`src/rtl/multi_class_page_allocator_unit_assert.svh`:
```
// assertion macros used by the allocator rtl (mcpa_back)
`ifndef MULTI_CLASS_PAGE_ALLOCATOR_UNIT_ASSERT_SVH
`define MULTI_CLASS_PAGE_ALLOCATOR_UNIT_ASSERT_SVH
`ifndef SYNTHESIS
// same-cycle implication, checked on every rising clock edge outside reset
`define MCPA_ASSERT_IMP(label, ante, cons) \
   label: assert property (@(posedge clock) disable iff (reset) (ante) |-> (cons)) \
      else $error("page allocator check failed");
// next-cycle implication
`define MCPA_ASSERT_NXT(label, ante, cons) \
   label: assert property (@(posedge clock) disable iff (reset) (ante) |=> (cons)) \
      else $error("page allocator check failed");
`else
`define MCPA_ASSERT_IMP(label, ante, cons)
`define MCPA_ASSERT_NXT(label, ante, cons)
`endif
`endif

```
`src/rtl/mcpa_pkg.sv`:
```
package mcpa_pkg;

   // sizes
   localparam int unsigned MAX_PAGES_DEFAULT = 1024;
   localparam int unsigned NUM_CLASSES       = 5;
   localparam int unsigned CLS_W             = 3;
   localparam int unsigned IDX_W             = 10;
   localparam int unsigned CNT_W             = 11;
   localparam int unsigned CSR_IDX_W         = 3;
   localparam int unsigned QUEUE_DEPTH       = 2;

   // request codes
   localparam logic FUNC_ALLOC = 1'b0;
   localparam logic FUNC_FREE  = 1'b1;

   // allocation modes
   localparam logic MODE_LIST = 1'b0;
   localparam logic MODE_BUMP = 1'b1;

   // class codes
   localparam logic [CLS_W-1:0] CLASS_BASE = 3'd0;

   // result status codes
   localparam logic [1:0] STATUS_OK       = 2'd0;
   localparam logic [1:0] STATUS_OOM      = 2'd1;
   localparam logic [1:0] STATUS_BAD_FREE = 2'd2;

   // register indexes
   localparam logic [CSR_IDX_W-1:0] REG_ALLOC_MODE  = 3'd0;
   localparam logic [CSR_IDX_W-1:0] REG_BASE_COUNT  = 3'd1;
   localparam logic [CSR_IDX_W-1:0] REG_X4_COUNT    = 3'd2;
   localparam logic [CSR_IDX_W-1:0] REG_X2_COUNT    = 3'd3;
   localparam logic [CSR_IDX_W-1:0] REG_SMALL_COUNT = 3'd4;
   localparam logic [CSR_IDX_W-1:0] REG_TINY_COUNT  = 3'd5;

   localparam logic [CNT_W-1:0] COUNT_RESET = 11'd1024;
   localparam logic [CNT_W-1:0] USED_MAX    = '1;

   // classified request handed from front to back
   typedef struct packed {
      logic             func;
      logic             mode;
      logic [CLS_W-1:0] cls;
      logic [IDX_W-1:0] idx;
      logic [CNT_W-1:0] count;
   } cmd_type;

endpackage

```
`src/rtl/mcpa_front.sv`:
```
module mcpa_front #(
   parameter int unsigned MAX_PAGES_PER_CLASS = mcpa_pkg::MAX_PAGES_DEFAULT
) (
   input  logic                           clock,
   input  logic                           reset,
   input  logic                           req_valid,
   output logic                           req_stall,
   input  logic                           req_func,
   input  logic [mcpa_pkg::CLS_W-1:0]     req_page_class,
   input  logic [mcpa_pkg::IDX_W-1:0]     req_page_index,
   input  logic                           csr_valid,
   output logic                           csr_ready,
   input  logic [mcpa_pkg::CSR_IDX_W-1:0] csr_index,
   input  logic [mcpa_pkg::CNT_W-1:0]     csr_data,
   input  logic                           q_full,
   input  logic                           back_init,
   output logic                           q_push,
   output mcpa_pkg::cmd_type              q_cmd
);
   import mcpa_pkg::*;

   localparam int unsigned CNT_TOP = (2 ** CNT_W) - 1;
   localparam int unsigned CAP_INT =
      (MAX_PAGES_PER_CLASS > CNT_TOP) ? CNT_TOP : MAX_PAGES_PER_CLASS;
   localparam logic [CNT_W-1:0] CNT_CAP = CNT_W'(CAP_INT);

   logic             mode_ff;
   logic             mode_in;
   logic [CNT_W-1:0] count_ff [NUM_CLASSES];
   logic [CNT_W-1:0] count_in [NUM_CLASSES];
   logic [CLS_W-1:0] cls_sel;
   logic [CNT_W-1:0] raw_count;

   // register writes, always taken
   assign csr_ready = 1'b1;

   always_comb begin
      mode_in  = mode_ff;
      count_in = count_ff;
      if (csr_valid && csr_ready) begin
         case (csr_index)
            REG_ALLOC_MODE:  mode_in     = csr_data[0];
            REG_BASE_COUNT:  count_in[0] = csr_data;
            REG_X4_COUNT:    count_in[1] = csr_data;
            REG_X2_COUNT:    count_in[2] = csr_data;
            REG_SMALL_COUNT: count_in[3] = csr_data;
            REG_TINY_COUNT:  count_in[4] = csr_data;
            default: ;
         endcase
      end
   end

   always_ff @(posedge clock) begin
      if (reset) begin
         mode_ff <= MODE_LIST;
         for (int i = 0; i < NUM_CLASSES; i++) begin
            count_ff[i] <= COUNT_RESET;
         end
      end else begin
         mode_ff  <= mode_in;
         count_ff <= count_in;
      end
   end

   // classify: fold unknown classes onto base, clamp the page count
   assign cls_sel   = (req_page_class >= CLS_W'(NUM_CLASSES)) ? CLASS_BASE : req_page_class;
   assign raw_count = count_ff[cls_sel];

   always_comb begin
      q_cmd.func  = req_func;
      q_cmd.mode  = mode_ff;
      q_cmd.cls   = cls_sel;
      q_cmd.idx   = req_page_index;
      q_cmd.count = (raw_count > CNT_CAP) ? CNT_CAP : raw_count;
   end

   // hold off requests while the queue is full or link memory is initializing
   assign req_stall = q_full || back_init;
   assign q_push    = req_valid && !req_stall;

endmodule

```
`config.mk`:
```
export PLATFORM = sky130hd
export DESIGN_NAME = mcpa_front
export DESIGN_NICKNAME = d
export VERILOG_FILES = /design/src/rtl/multi_class_page_allocator_unit_assert.svh /design/src/rtl/mcpa_pkg.sv /design/src/rtl/mcpa_front.sv
export SDC_FILE = /design/constraint.sdc
export NUM_CORES = 1
export LEC_CHECK = 0
export ABC_AREA = 1
export ABC_CLOCK_PERIOD_IN_PS = 2100
export CAP_MARGIN = 10
export CORE_ASPECT_RATIO = 1.2
export CORE_UTILIZATION = 40
export CTS_CLUSTER_DIAMETER = 60
export CTS_CLUSTER_SIZE = 10
export DETAILED_ROUTE_END_ITERATION = 7
export DONT_BUFFER_PORTS = 1
export PLACE_DENSITY = 0.66
export SETUP_SLACK_MARGIN = 0.05
export SYNTH_ARGS = -nofsm -noshare
export SYNTH_HDL_FRONTEND = slang
export SYNTH_SLANG_ARGS = --single-unit
```
`constraint.sdc`:
```
create_clock -name clock -period 2.1 [get_ports clock]
set_input_delay 0.21 -clock clock [delete_from_list [all_inputs] [get_ports clock]]
set_output_delay 0.21 -clock clock [all_outputs]
set_load 0.02 [all_outputs]
```
== Word-level counts from Yosys, hierarchy flattened ==
Index checks and enable logic that the tools add are counted.

* Flip-flop bits (word level): 56
* Word-level logic and storage cells: 30

* Magnitude comparators: 3
* Eq/ne operators: 5
* Muxes and demuxes: 5
* Bitwise operators: 1
* Reduce and logical (&&, ||, !) cells: 10

{| class="wikitable"
|+ Operators with widths
! kind !! count
|-
| binary-select mux 11 bit (select 3 bit) || 1
|-
| two-way mux 11 bit || 3
|-
| AND reduction 2 bit || 6
|-
| greater-than comparator 11 bit, second input constant || 1
|-
| equality test 3 x 2 -> 1 bit, second input constant || 2
|-
| equality test 3 bit, second input constant || 2
|-
| greater-or-equal comparator 4 bit, second input constant || 1
|-
| NOT 3 -> 4 bit || 1
|-
| equality test 3 x 1 -> 1 bit, second input constant || 1
|-
| greater-or-equal comparator 3 bit, second input constant || 1
|-
| zero test 3 bit || 1
|-
| two-way mux 3 bit || 1
|-
| logical AND 1 bit || 1
|-
| zero test 1 bit || 1
|-
| logical OR 1 bit || 1
|}

== Longest topological paths before layout ==
* Word-level depth: 8
* Mapped depth: 13
* Mapped depth without buffers: 12

== Worst setup path after synthesis ==
Ideal clock, no wire load.

* Path type: input -> output
* From: input port req_page_class[0] (netlist bit)
* To: output port q_cmd[1] (netlist bit)
* Data arrival time: 1.738 ns
* Setup slack: 0.152 ns
* Cell stages on the path: 11
* Path buffers: 2
* Path through: buf_6 o21ai_4 nand2_2 buf_6 inv_1 nand2_1 nand2_2 nand2_2 nor2_4 nand3_4 a21oi_1

{| class="wikitable"
|+ RTL lines
! element !! RTL line !! RTL
|-
| start: declaration || mcpa_front.sv:9 || <nowiki>input logic [mcpa_pkg::CLS_W-1:0] req_page_class,</nowiki>
|-
| end: declaration || mcpa_front.sv:18 || <nowiki>output mcpa_pkg::cmd_type q_cmd</nowiki>
|}

==> metrics.md <==
| Metric | Value |
|---|---|
| Share of the synthesized area in the top cell type | `0.386` |
| Layout cells sized above 1 | `0.171` |
| Post-Layout Cell Count | `around 500` |
| Worst Setup End Kind | `output pin` |
| CP startpoint kind | `register` |
| Die area | `between 7000 and 8000 um2` |
| Placed instance count | `~490` |
| Clk sink count | `between 50 and 60` |
| Final period util | `0.953` |
| Max Slew Vio Count | `0` |
| Util after Layout | `0.457` |
| Cell area after layout | `~3200 um2` |
| HP Class | `input pin to register` |
| Initial antenna violation count | `0` |
| HPWL after detailed placement | `5040 um` |
| Num CTS Buffers | `5` |
| Max Root-Sink Buffers | `2` |
| Initial Utilization | `0.418` |
| Clock latency on the worst-skew pair | `310 ps` |
| Via Count | `between 2000 and 3000` |
| CTS tree | `yes` |
| H-tree levels | `2` |
| Cell taking the most area after synthesis | `dfxtp_1` |
| Final wirelength | `7150 um` |
| Max cap viols | `0` |
| Post-Syn Nets | `451` |
| Ant diodes | `0` |
| Clock Tree Root | `clkbuf_8` |
| Final ANT Viol Nets | `0` |
| Ys async rst share | `0` |
| Area grow syn2layout | `9.14%` |
| Total power | `between 2 and 2.5 mW` |
| Die X | `79.8 um` |
| Area of the core | `~6900 um2` |
| Seq cells post-synth | `56` |
| Die Ht | `95.3 um` |
| GPL Wtd Cong | `0.836` |
| Rows | `33` |
| Final Hold Fails | `0` |
| Outcome | `finished clean` |
| Critical path arrival | `~1800 ps` |
| Clock slew at reported path FFs | `roughly 90 ps` |
| Mapped Cells | `approximately 420` |
| Syn avg cell area | `about 7.0 um2` |
| Final setup violation count | `0` |
| Slew @ Worst Pin | `roughly 600 ps` |
| Final nets | `about 450` |
| Skew final | `0 ps` |
| WL/cell | `about 14 um` |
| Via/cell ratio | `5.17` |
| CP Class | `register to output pin` |
| Most frequent cells after synthesis | `nor2_1, dfxtp_1, nand2_1` |
| Min Tclk post-route | `2000 ps` |
| Top-count cell post-synth | `nor2_1` |
| Crit-path max FO | `4` |
| Peak VDD IR | `about 0.31 mV` |
| Residual DRC | `0` |
| Initial DRT Pass Iterations | `4` |
| Pin count of the biggest net entering global routing | `56` |
| Post-synth top flop | `dfxtp_1` |
| # IOs | `between 60 and 70` |
| Gr usage total | `0.201` |
| Buffers on Ports | `0` |
| Max_slew headroom | `0.589` |
| Peak Freq | `~0.50 GHz` |
| Seq/Total Area, Yosys | `0.386` |
| Power Dens Cells | `approximately 660 nW/um2` |
| Post-synth EDFFs | `0` |
| WP data required | `between 1500 and 2000 ps` |
| DR iter-0 viols | `between 150 and 200` |
| Mapped Area | `around 2900 um2` |
| Post-synth cell types | `30` |
| First-pass GRT wire length | `roughly 12000 um` |
| Post-DP Area | `roughly 3000 um2` |
| RSZ-0062 raised after global routing | `yes` |
| Grt ovf | `0` |
| Synth Warn # | `0` |
| Pleak | `1.35 nW` |
| Top post-synthesis cells by area | `dfxtp_1, o21ai_0, nor2_1, nand2_1, nand3_1` |
| Vias in the first global route | `between 2000 and 2500` |
## final timing paths
kind	startpoint	to	cells after the start	slack, ps
setup / recovery	count_ff[15]	q_cmd[1]	10	100
hold / removal	csr_data[10]	count_ff[21]	2	20
setup reg to reg	mode_ff	mode_ff	2	1340
hold reg to reg	count_ff[41]	count_ff[41]	2	460
## power breakdown
group / switching, mW / internal (mW) / leakage, nW
Combinational: 0.244 / 0.133 / 0.846
Clock: 0.341 / 0.270 / 0.0455
Sequential: 0.0149 / 1.10 / 0.456
## metrics by stage
| stage | TNS, ps | hold WS (ps) | worst slack [ps] |
|---|---|---|---|
| 2_1_floorplan | 0 | 279 | 152 |
| 3_3_place_gp | 0 | 281 | 154 |
| 3_5_place_dp | 0 | 288 | 122 |
| 4_1_cts | 0 | 13.5 | 73.8 |
| 5_1_grt | -16.1 | 11.1 | -16.1 |
| 6_report | 0 | 17.3 | 98.5 |
## timing repair
item,4_1_cts,5_1_grt
hold buffers,1,0
buffers inserted,0,4
hold endpoints to repair,1,0
endpoints found under the setup margin,0,9
gates resized for setup,0,27
## state kept, by name, summed over array words and instances, names as in the netlist
register,count
count_ff,55
mode_ff,1
## kinds of logic (layout without fill, tap and decap cells)
group | count (synthesis) | after routing | synth area share
simple gates | 183 | 184 | 0.298
other cells | 1 | 1 | 0.00129
buf+inv | 83 | 79 | 0.139
flops | 56 | 56 | 0.386
compound gates | 94 | 94 | 0.175
## critical path, cell delays in order (launching register included)
cell and delay (ps):
dfxtp_2 330, inv_2 50, nand4_1 90, nand3_1 100, nand3_2 90, nand2_2 110
nand2_2 70, nor2_4 170, nand3_4 150, a21oi_2 180, buf_6 130
## per-layer routing
metal	GRT usage	wire [um]
met1	0.241	3020
met2	0.350	3620
met3	0.0373	386
met4	0.0878	121
met5	0	0
## cell usage in the layout, fill, tap and decap left out, types with 3 or more instances in the layout
cell and n:
nor2_4 3, a21oi_1 29, o21ai_0 52, nand3b_1 7, nand3_1 33, clkbuf_8 6, inv_2 4, a21oi_4 3
nand3_4 3, a21oi_2 5, or2_1 7, inv_1 42, nand2_1 45, buf_4 21, nor2_1 57, nand4_1 7
nand2_2 16, dfxtp_1 54
## cell type report
| cell class | instances | area (um2) |
|---|---|---|
| repair buffers | 23 | 179 |
| inverters | 48 | 180 |
| flip-flops and latches | 56 | 1120 |
| clock buffers | 8 | 90.1 |
| multi-input cells | 279 | 1490 |
| fillers | 725 | 3770 |
| well taps | 87 | 109 |
Power figures use the tool's default switching activity.
