## config.mk

```make
export PLATFORM = sky130hd
export DESIGN_NAME = mcpa_queue
export DESIGN_NICKNAME = d
export VERILOG_FILES = /design/src/rtl/multi_class_page_allocator_unit_assert.svh /design/src/rtl/mcpa_pkg.sv /design/src/rtl/mcpa_queue.sv
export SDC_FILE = /design/constraint.sdc
export NUM_CORES = 1
export LEC_CHECK = 0
export BUFFER_PORTS_ARGS = -buffer_cell sky130_fd_sc_hd__buf_2
export CAP_MARGIN = 10
export CORE_MARGIN = 2
export CORE_UTILIZATION = 37
export DETAILED_ROUTE_END_ITERATION = 12
export GPL_ROUTABILITY_DRIVEN = 0
export PLACE_DENSITY = 0.6
export SYNTH_ARGS = -nofsm -noshare
export SYNTH_HDL_FRONTEND = slang
export SYNTH_SLANG_ARGS = --single-unit
```

## constraint.sdc

```tcl
create_clock -name clock -period 2.79 [get_ports clock]
set_input_delay 0.1395 -clock clock [delete_from_list [all_inputs] [get_ports clock]]
set_output_delay 0.1395 -clock clock [all_outputs]
set_load 0.01 [all_outputs]
```

## src/rtl/multi_class_page_allocator_unit_assert.svh

```systemverilog
// assertion macros used by the allocator rtl (mcpa_back)
`ifndef MULTI_CLASS_PAGE_ALLOCATOR_UNIT_ASSERT_SVH
`define MULTI_CLASS_PAGE_ALLOCATOR_UNIT_ASSERT_SVH
`ifndef SYNTHESIS
// same-cycle implication, checked on every rising clock edge outside reset
`define MCPA_ASSERT_IMP(label, ante, cons) \
   label: assert property (@(posedge clock) disable iff (reset) (ante) |-> (cons)) \
      else $error("page allocator check failed");
// next-cycle implication
`define MCPA_ASSERT_NXT(label, ante, cons) \
   label: assert property (@(posedge clock) disable iff (reset) (ante) |=> (cons)) \
      else $error("page allocator check failed");
`else
`define MCPA_ASSERT_IMP(label, ante, cons)
`define MCPA_ASSERT_NXT(label, ante, cons)
`endif
`endif

```

## src/rtl/mcpa_pkg.sv

```systemverilog
package mcpa_pkg;

   // sizes
   localparam int unsigned MAX_PAGES_DEFAULT = 1024;
   localparam int unsigned NUM_CLASSES       = 5;
   localparam int unsigned CLS_W             = 3;
   localparam int unsigned IDX_W             = 10;
   localparam int unsigned CNT_W             = 11;
   localparam int unsigned CSR_IDX_W         = 3;
   localparam int unsigned QUEUE_DEPTH       = 2;

   // request codes
   localparam logic FUNC_ALLOC = 1'b0;
   localparam logic FUNC_FREE  = 1'b1;

   // allocation modes
   localparam logic MODE_LIST = 1'b0;
   localparam logic MODE_BUMP = 1'b1;

   // class codes
   localparam logic [CLS_W-1:0] CLASS_BASE = 3'd0;

   // result status codes
   localparam logic [1:0] STATUS_OK       = 2'd0;
   localparam logic [1:0] STATUS_OOM      = 2'd1;
   localparam logic [1:0] STATUS_BAD_FREE = 2'd2;

   // register indexes
   localparam logic [CSR_IDX_W-1:0] REG_ALLOC_MODE  = 3'd0;
   localparam logic [CSR_IDX_W-1:0] REG_BASE_COUNT  = 3'd1;
   localparam logic [CSR_IDX_W-1:0] REG_X4_COUNT    = 3'd2;
   localparam logic [CSR_IDX_W-1:0] REG_X2_COUNT    = 3'd3;
   localparam logic [CSR_IDX_W-1:0] REG_SMALL_COUNT = 3'd4;
   localparam logic [CSR_IDX_W-1:0] REG_TINY_COUNT  = 3'd5;

   localparam logic [CNT_W-1:0] COUNT_RESET = 11'd1024;
   localparam logic [CNT_W-1:0] USED_MAX    = '1;

   // classified request handed from front to back
   typedef struct packed {
      logic             func;
      logic             mode;
      logic [CLS_W-1:0] cls;
      logic [IDX_W-1:0] idx;
      logic [CNT_W-1:0] count;
   } cmd_type;

endpackage

```

## src/rtl/mcpa_queue.sv

```systemverilog
module mcpa_queue (
   input  logic              clock,
   input  logic              reset,
   input  logic              push,
   input  mcpa_pkg::cmd_type push_cmd,
   output logic              full,
   input  logic              pop,
   output logic              empty,
   output mcpa_pkg::cmd_type head_cmd
);
   import mcpa_pkg::*;

   localparam int unsigned PTR_W  = (QUEUE_DEPTH > 1) ? $clog2(QUEUE_DEPTH) : 1;
   localparam int unsigned FILL_W = $clog2(QUEUE_DEPTH + 1);
   localparam logic [PTR_W-1:0]  PTR_LAST = PTR_W'(QUEUE_DEPTH - 1);
   localparam logic [FILL_W-1:0] FILL_MAX = FILL_W'(QUEUE_DEPTH);

   cmd_type           entry_ff [QUEUE_DEPTH];
   logic [PTR_W-1:0]  wr_ptr_ff;
   logic [PTR_W-1:0]  wr_ptr_in;
   logic [PTR_W-1:0]  rd_ptr_ff;
   logic [PTR_W-1:0]  rd_ptr_in;
   logic [FILL_W-1:0] fill_ff;
   logic [FILL_W-1:0] fill_in;

   assign full     = (fill_ff == FILL_MAX);
   assign empty    = (fill_ff == '0);
   assign head_cmd = entry_ff[rd_ptr_ff];

   // pointer and fill update
   always_comb begin
      wr_ptr_in = wr_ptr_ff;
      rd_ptr_in = rd_ptr_ff;
      fill_in   = fill_ff;
      if (push) begin
         wr_ptr_in = (wr_ptr_ff == PTR_LAST) ? '0 : wr_ptr_ff + PTR_W'(1);
      end
      if (pop) begin
         rd_ptr_in = (rd_ptr_ff == PTR_LAST) ? '0 : rd_ptr_ff + PTR_W'(1);
      end
      if (push && !pop) begin
         fill_in = fill_ff + FILL_W'(1);
      end else if (pop && !push) begin
         fill_in = fill_ff - FILL_W'(1);
      end
   end

   always_ff @(posedge clock) begin
      if (reset) begin
         wr_ptr_ff <= '0;
         rd_ptr_ff <= '0;
         fill_ff   <= '0;
      end else begin
         wr_ptr_ff <= wr_ptr_in;
         rd_ptr_ff <= rd_ptr_in;
         fill_ff   <= fill_in;
      end
   end

   // entry storage
   always_ff @(posedge clock) begin
      if (push) begin
         entry_ff[wr_ptr_ff] <= push_cmd;
      end
   end

endmodule

```

After elaboration in Yosys (flattened, before gate mapping)
Memory sizes are Yosys's and may differ from the RTL's. A register that Yosys moved wholly into a read port is not among the register bits. Index checks and enable logic that the tools add are counted.

Bits in registers: 4. Memory bits (writable): 52. Input port bits: 30. Output and inout bits: 28. Word-level logic and storage cells: 23. Memories kept: 1.

Add/subtract/negate cells: 4. Equal/unequal tests: 1. Muxes and demuxes: 8. Reduce and logical (&&, ||, !) cells: 6.

Memories: entry_ff (words 2, bits a word 26, read ports 1, clocked after Yosys merged registers in 1, wr ports 1, line mcpa_queue.sv:18) `cmd_type entry_ff [QUEUE_DEPTH];`.

Operator list (number): $mux W1 (6); $mux W2 (2); $add A1 B1 Y1 const B (2); $add A2 B1 Y2 const B (1); $eq A2 B2 Y1 const B (1); $logic_and A1 B1 Y1 (2); $logic_not A1 Y1 (2); $logic_not A2 Y1 (1); $reduce_bool A2 Y1 (1); $sub A2 B1 Y2 const B (1).

Logic depth before layout (Yosys ltp)
Gate-level depths: netlist of run 1.

Depth in word-level cells: 4. Mapped depth: 5. Depth with buffers taken out: 5.

Worst setup path before layout of run 1
Ideal clock, no wire load.

Kind: reg-to-reg. Start: register wr_ptr_ff. End: memory entry_ff[0][0] (netlist bit), enable pin. Data arrival time: 1.504 ns. Data required time: 2.378 ns. Setup slack: 0.874 ns. Cell stages (with the launch flop): 2. Path through: dfxtp_1 > nor2b_1.

RTL lines: start, declared (line mcpa_queue.sv:19) `logic [PTR_W-1:0] wr_ptr_ff;`; start signal, assigned (line mcpa_queue.sv:54) `wr_ptr_ff <= wr_ptr_in;`; end, declared (line mcpa_queue.sv:18).

Straight into the memory's write port.

==> flow_summary.ini, run 1 <==
[clocking]
cts_max_path_buffers = 2
clock-sinks = 57
cts-htree-levels = 3
clock_latency_ns = 0.32
root_buffer = clkbuf_8
post_cts_resized = 0
tritoncts = built
path_clk_slew_ns = 0.06
hold_buffers = 21
cts_setup_buffers = 0
cts_buffers = 9

[critical_path]
r2r_end = entry_ff[1][17]
r2r_slack_ns = 1.61
end_kind = output pin
critPathMaxStageDelay_ns = 0.57
critPathKind = reg -> out
start_kind = flop
crit_end = head_cmd[22]
ff2ff_path_depth = 2
crit_slowest_cell = dfxtp_1
cp_data_arrival_time_ns = 1.74
critPathMaxFanout = 17
r2r-start = wr_ptr_ff
crit_required_ns = 2.65
crit_chain = buf_4, mux2_2, buf_2

[power_and_ir_drop]
irDropWorstVdd_v = 0.0003323
intPower_mw = 1.431
power_density_nw_per_um2 = 655.4
p_clk_share_pct = 33.0
p_comb_share_pct = 12.4
sequentialPowerShare_pct = 54.6
switching_power_mw = 0.4276
sw_frac_of_total_pct = 23.01
p_leak_nw = 1.090

[route]
wl_per_cell_um = 13.12
drt_iter0_drc = 42
drc_errors = 0
vias_per_cell = 4.349
ant_nets = 0
drt_wl_total_um = 3530
dr.pass1.iters = 4
vias = 1170

[sta]
slew_viol_final = 0
setup_ws_ns = 0.9087
fmax_ghz = 0.5316
rsz0062_at_grt = false
finalHoldViolCount = 0
relSlewSlack_pct = 72.51
fin_worst_skew_ns = 0.007671
tns_ns = 0
fin_crit_sh_pct = 67.43
final-setup-viol-count = 0
tightest_slew_ns = 0.4117
period_minus_slack_ns = 1.881

[floorplanning]
ios = 58
fp.dieW_um = 79.02
initial_core_util_pct = 38.04
dieHeight_um = 79.02
die-area_sq_um = 6243
fp-row-count = 27
coreArea_sq_um = 5473

[placement]
io_buffers = 57
hpwl_um = 2302
pre_cts_ws_ns = 1.220

[layout]
insertedDiodeCount = 0
synthToLayoutAreaGrowth_pct = 36.18
nets = 223
drive_above_1_share_pct = 52.28

[synthesis]
syn_inst = 103
syn_area_sq_um = 2082
synth_area_per_cell_sq_um = 20.21
yosys_warnings = 0
yosys_register_bits = 57
seq_area_frac_synth_pct = 79.81
syn_nets = 134
ys_types = 16

[global_route]
groute.usage.overall_pct = 12.19
grt_pass1_vias = 1160
grt_pass1_wl_um = 5485
grt_max_degree = 27
grt_overflow_total = 0
antenna_found_initial = 0

[outcome]
status = complete, no violations

[hold_path]
hp-class = in -> reg
worstHoldPathCells = 1

[run]
maxCapViolCount = 0
-- critical path, delay by kind of cell, from the launching register on --
| family | cells | cell delay, ns |
|---|---|---|
| buffers and inverters | 2 | 0.47 |
| flip-flops | 1 | 0.57 |
| multiplexers | 1 | 0.37 |
-- worst min-delay path by stage --
stage / slack [ns] / startpoint / end
2_1_floorplan: 0.21 / reset / fill_ff[1]
3_3_place_gp: 0.33 / push_cmd[11] / entry_ff[1][11]
3_5_place_dp: 0.33 / push_cmd[15] / entry_ff[1][15]
4_1_cts: 0.0002 / push_cmd[23] / entry_ff[0][23]
5_1_grt: 0.01 / push_cmd[23] / entry_ff[0][23]
6_report: 0.02 / push_cmd[23] / entry_ff[0][23]
-- cell type report --
cell class | count | area (sq um)
Fill cell | 472 | 2638
Sequential cell | 57 | 1662
Timing Repair Buffer | 81 | 518.0
Multi-Input combinational cell | 42 | 399.1
Clock buffer | 10 | 127.6
Tap cell | 72 | 90.09
Clock inverter | 6 | 35.03
Inverter | 1 | 3.754
-- routing by layer --
metal  track usage [%]  routed length [um]  up-vias
met4             8.276                  85        0
met5                 0                   0        -
li1                  -                   -      571
met3             3.295                 207       10
met1             13.86                1500      547
met2             20.00                1736       42
-- power by group through the flow --
stage                     clock (mW)  combinational, mW  sequential (mW)
after floorplan                    0              0.128             1.02
after global placement             0              0.206             1.03
after detailed placement           0              0.211             1.03
after CTS                      0.640              0.235             1.02
after global routing           0.674              0.253             1.02
final                          0.613              0.230             1.01
-- flip-flops by register name, indices dropped and copies added (netlist names), named ones only --
signal     cells
rd_ptr_ff      1
wr_ptr_ff      1
fill_ff        2
entry_ff      52
-- cells in the mapped netlist --
cell type | number | area share, %
xnor2_1 | 2 | 0.84
buf_4 | 2 | 0.72
edfxtp_1 | 52 | 75
or3_1 | 1 | 0.30
ha_1 | 1 | 0.60
mux2_2 | 26 | 14
and2_1 | 1 | 0.30
nor2b_1 | 1 | 0.30
xor2_1 | 2 | 0.84
and2b_2 | 1 | 0.42
buf_2 | 1 | 0.24
o21ai_0 | 1 | 0.24
inv_1 | 1 | 0.18
nor2_1 | 5 | 0.90
a21oi_1 | 1 | 0.24
dfxtp_1 | 5 | 4.8
-- metrics by stage --
stage / hold slack (ns) / cells / utilization (%) / instance area, sq um / total power [mW]
detailed placement: 0.3307 / 232 / 44.99 / 2462 / 1.244
global placement: 0.3290 / 232 / 44.99 / 2462 / 1.235
CTS: 0.0002321 / 269 / 51.81 / 2835 / 1.890
floorplan: 0.2086 / 103 / - / 2082 / 1.151
global route: 0.009622 / 269 / 51.81 / 2835 / 1.947
finish: 0.02005 / 269 / 51.81 / 2835 / 1.858
-- layout by cell type, fill, tap and decap left out, drive strengths merged, types with 2 or more instances in the layout --
master and count:
buf 60, edfxtp 52, mux2 26, dlygate4sd3 21, clkbuf 10, nor2 5, dfxtp 5, clkinv 4
xor2 2, xnor2 2, clkinvlp 2
-- cell families after synthesis --
group | Yosys count | share of synthesized area [%]
AO/OA/AOI/OAI | 2 | 0.4803
buffers and inverters | 4 | 1.141
AND/OR/NAND/NOR | 9 | 2.224
flip-flops | 57 | 79.81
multiplexers | 26 | 14.06
XOR/XNOR | 4 | 1.683
adder cells (fa/ha/maj) | 1 | 0.6009
Note: power is estimated with default switching activity, not from simulation.
==> run 2: changes to the inputs <==
Clock period 2.79 ns to 1.8 ns, I/O delays scaled along.
==> flow_summary.ini, run 2 (synthesized netlist as in run 1, its figures left out) <==
[outcome]
status = complete, no violations

[clocking]
cts_setup_buffers = 0
root_buffer = clkbuf_8
clock_latency_ns = 0.32
path_clk_slew_ns = 0.06
clock-sinks = 57
cts_max_path_buffers = 2
tritoncts = built
cts_buffers = 9
cts-htree-levels = 3

[critical_path]
critPathMaxFanout = 13
crit_slowest_cell = mux2_2
critPathMaxStageDelay_ns = 0.36
start_kind = flop
end_kind = output pin
critPathKind = reg -> out
crit_chain = buf_4, mux2_2, buf_2
cp_data_arrival_time_ns = 1.37
crit_required_ns = 1.71

[floorplanning]
ios = 58
die-area_sq_um = 6243
coreArea_sq_um = 5473
fp-row-count = 27
dieHeight_um = 79.02
fp.dieW_um = 79.02
initial_core_util_pct = 38.04

[route]
vias = 1225
dr.pass1.iters = 4
wl_per_cell_um = 13.70
drt_wl_total_um = 3794
ant_nets = 0
drt_iter0_drc = 61
vias_per_cell = 4.422
drc_errors = 0

[sta]
fin_worst_skew_ns = 0.004384
setup_ws_ns = 0.3415
relSlewSlack_pct = 83.11
fmax_ghz = 0.6856
fin_crit_sh_pct = 81.03
slew_viol_final = 0
finalHoldViolCount = 0
final-setup-viol-count = 0
tightest_slew_ns = 0.2534
rsz0062_at_grt = false
period_minus_slack_ns = 1.459
tns_ns = 0

[global_route]
antenna_found_initial = 0
grt_max_degree = 20
grt_overflow_total = 0
grt_pass1_vias = 1305
groute.usage.overall_pct = 13.21
grt_pass1_wl_um = 6058

[layout]
instances_no_fill = 277
synthToLayoutAreaGrowth_pct = 39.60
top_register = entry_ff
reg_top3 = entry_ff: 52 flops, fill_ff: 2 flops
largest_reg_flops = 52
nets = 232
insertedDiodeCount = 0
drive_above_1_share_pct = 50.73
layout_common_cells = 57 x buf_2, 52 x edfxtp_1, 27 x dlygate4sd3_1, 26 x mux2_2, 9 x clkbuf_8
post-route-util_pct = 53.11
final_common_cell = buf_2

[placement]
hpwl_um = 2508
post-place-cells = 235
pre_cts_ws_ns = 0.6712
io_buffers = 57

[hold_path]
hp-class = in -> reg

[power_and_ir_drop]
p_leak_nw = 1.132
power_mw = 2.876
power_density_nw_per_um2 = 989.6
irDropWorstVdd_v = 0.0005963

[run]
maxCapViolCount = 0
==> run 2: layout make-up <==
class / instances / area [sq um]
fillers: 487 / 2566
clock buffers: 10 / 127.6
repair buffers: 90 / 600.6
flip-flops and latches: 57 / 1662
clock inverters: 5 / 23.77
well taps: 72 / 90.09
inverters: 1 / 3.754
multi-input cells: 42 / 399.1
==> run 2: metal layers <==
metal | GRT usage (%) | wire [um] | vias to the layer above
li1 | - | - | 591
met1 | 14.14 | 1530 | 592
met2 | 23.22 | 1984 | 36
met3 | 4.318 | 234 | 6
met4 | 6.724 | 46 | 0
met5 | 0 | 0 | -
==> run 2: critical path, delay by kind of cell, from the launching register on <==
kind	cells	cell delay, ns
buf+inv	2	0.35
flops	1	0.32
mux	1	0.36
==> run 2: power by group <==
part	leakage (nW)	internal, mW	total (mW)	switching (mW)
registers	0.530	1.54	1.56	0.0248
clock network	0.0831	0.476	0.925	0.450
logic	0.519	0.205	0.386	0.181
==> run 2: path summary, 6_finish.rpt <==
| path | slack (ns) | start | depth (start not counted) | end |
|---|---|---|---|---|
| worst max-delay path | 0.34 | flop | 3 | head_cmd[16] |
| worst min-delay path | 0.04 | pop | 3 | rd_ptr_ff |
| worst max register to register | 0.66 | wr_ptr_ff | 2 | entry_ff[1][3] |
| worst min register to register | 0.50 | fill_ff[1] | 2 | fill_ff[1] |
==> run 2: through the flow <==
step	hold WS, ns	instance area (sq um)
finish	0.04499	2907
global route	0.09423	2907
CTS	0.03723	2907
detailed placement	0.2812	2485
global placement	0.2785	2485
floorplan	0.1591	2085
==> run 2: what timing repair did <==
action / in CTS / in global routing
gates resized for setup: 0 / 0
endpoints found under the hold margin: 57 / 0
hold buffers: 27 / 0
==> run 3: changes to the inputs <==
Settings changed: ABC_AREA from default to 1, PLACE_DENSITY 0.6 to 0.62.
Clock period 1.8 ns to 1.2 ns, I/O delays scaled along.
==> flow_summary.ini, run 3 <==
[layout]
multi_input_area_sq_um = 490.5
nets = 244
drive_above_1_share_pct = 49.08
top_register = entry_ff
seqCellArea_sq_um = 1665
instances_no_fill = 293
fill_cells = 454
post-route-util_pct = 56.95
final_common_cell = edfxtp_1
insertedDiodeCount = 0
largest_reg_flops = 52
reg_top3 = entry_ff: 52 flops, fill_ff: 2 flops
layout_common_cells = 52 x edfxtp_1, 31 x buf_2, 27 x dlygate4sd3_1, 26 x mux2_4, 26 x buf_6
synthToLayoutAreaGrowth_pct = 50.96

[floorplanning]
coreArea_sq_um = 5851
dieHeight_um = 81.24
initial_core_util_pct = 37.72
die-area_sq_um = 6599
ios = 58
fp-row-count = 28
fp.dieW_um = 81.24

[power_and_ir_drop]
p_clk_share_pct = 37.3
intPower_mw = 3.920
irDropWorstVdd_v = 0.001207
switching_power_mw = 1.056
sequentialPowerShare_pct = 46.9
power_density_nw_per_um2 = 1494
sw_frac_of_total_pct = 21.23
p_leak_nw = 1.358
p_comb_share_pct = 15.8

[clocking]
tritoncts = built
path_clk_slew_ns = 0.06
root_buffer = clkbuf_8
cts_buffers = 9
cts-htree-levels = 3
cts_setup_buffers = 0
clock_latency_ns = 0.33
clock-sinks = 57
cts_max_path_buffers = 2

[sta]
slew_viol_final = 0
fmax_ghz = 0.7215
relSlewSlack_pct = 85.95
finalHoldViolCount = 0
rsz0062_at_grt = true
setup_ws_ns = -0.1861
tightest_slew_ns = 0.2092
period_minus_slack_ns = 1.386
fin_worst_skew_ns = 0.007729
fin_crit_sh_pct = 115.5
final-setup-viol-count = 26

[route]
drc_errors = 0
drt_iter0_drc = 35
drt_wl_total_um = 4132
dr.pass1.iters = 4
wl_per_cell_um = 14.10
ant_nets = 0
vias = 1291
vias_per_cell = 4.406

[synthesis]
syn_nets = 145
synth.most_common_cell = edfxtp_1
synth_top_family_by_area = multiplexers
synthMuxAreaShare_pct = 16.67
synth_top_area_share_pct = 70.75
syn_area_sq_um = 2207
synth_common_cells = 52 x edfxtp_1, 20 x mux2_4, 9 x inv_1, 7 x nor2_1, 6 x mux2_2
synth_compound_area_share_pct = 0.4535
ys_async_sr_fraction_pct = 0
synth-adder-area-share_pct = 0.5669
synth_area_per_cell_sq_um = 19.36
yosys.area_share.xor_xnor_pct = 0.3968
yosysTopAreaCell = edfxtp_1
synth_edf_count = 52
yosys_warnings = 0
syn_inst = 114
ys_types = 16
yosys_register_bits = 57
seq_area_frac_synth_pct = 75.28
synth.area.top_cells = edfxtp_1 71%, mux2_4 14%, dfxtp_1 4.5%
ys.flop_type = edfxtp_1
synth-simple-area-share_pct = 2.778

[hold_path]
hp-class = in -> reg
worstHoldPathCells = 3

[global_route]
grt_max_degree = 27
antenna_found_initial = 0
groute.usage.overall_pct = 13.73
grt_pass1_vias = 1368
grt_overflow_total = 0
grt_pass1_wl_um = 6251

[critical_path]
critPathMaxStageDelay_ns = 0.40
ff2ff_path_depth = 3
critPathMaxFanout = 10
r2r_slack_ns = 0.13
crit_required_ns = 1.14
critPathKind = reg -> out
crit_chain = buf_12, mux2_4, buf_6
cp_data_arrival_time_ns = 1.33
start_kind = flop
end_kind = output pin
crit_slowest_cell = dfxtp_4

[outcome]
failed_checks = negative setup slack
status = finished with violations

[placement]
io_buffers = 57
post-place-cells = 249
hpwl_um = 2533

[run]
maxCapViolCount = 0
==> run 3: cell types whose count changed in the layout (fill, tap and decap cells not counted), moves of 3 or more <==
cell     change
buf_12       +3
mux2_2      -26
nand2_1      +5
buf_4        -4
inv_1        +7
buf_6       +26
mux2_4      +26
buf_2       -26
==> run 3: timing repair <==
item / in CTS / in global routing
setup endpoints to repair: 26 / 26
resized for setup: 29 / 7
endpoints found under the hold margin: 55 / 0
hold buffers: 27 / 0
gates cloned: 1 / 0
==> run 3: power by group through the flow <==
stage	registers [mW]	logic, mW	clock network [mW]
after floorplan	2.36	0.360	0
after detailed placement	2.37	0.564	0
after CTS	2.33	0.777	1.92
final	2.33	0.787	1.85
after global placement	2.36	0.551	0
after global routing	2.35	0.845	2.02
==> run 3: critical path, delay by kind of cell, from the launching register on <==
family	cells	cell delay [ns]
buffers and inverters	2	0.28
muxes	1	0.32
DFF	1	0.40
==> run 3: cell type report <==
cell class              instances  area share, %
clock buffers                   9          3.718
clock inverters                 7          2.554
inverters                       9          1.127
multi-input cells              45          14.72
flip-flops and latches         57          49.98
well taps                      75          2.816
repair buffers                 91          25.08
==> run 3: logic make-up after synthesis <==
kind of cell | count (synthesis)
AO/OA/AOI/OAI | 2
XOR/XNOR | 1
adder cells (fa/ha/maj) | 1
buffers and inverters | 12
flip-flops | 57
multiplexers | 26
AND/OR/NAND/NOR | 15
==> run 3: through the flow <==
stage	hold slack, ns	TNS (ns)	cell area (sq um)	power [mW]	setup WS, ns
2_1_floorplan	0.1324	0	2218	2.718	0.03452
3_3_place_gp	0.2493	0	2630	2.914	0.1508
3_5_place_dp	0.2507	0	2630	2.936	0.1227
4_1_cts	0.002279	-5.387	3306	5.028	-0.2218
5_1_grt	0.02705	-6.174	3332	5.207	-0.2530
6_report	0.02612	-4.487	3332	4.976	-0.1861
==> run 3: metal layers <==
metal / wire length [um] / track usage [%]
met1: 1590 / 13.59
met2: 2238 / 23.64
met3: 244 / 7.444
met4: 57 / 6.102
met5: 0 / 0
==> run 3: worst paths after layout <==
path                                start               to
worst max-delay path                 flop     head_cmd[21]
worst min-delay path                  pop        rd_ptr_ff
worst max register to register  wr_ptr_ff  entry_ff[1][13]
worst min register to register  rd_ptr_ff        rd_ptr_ff
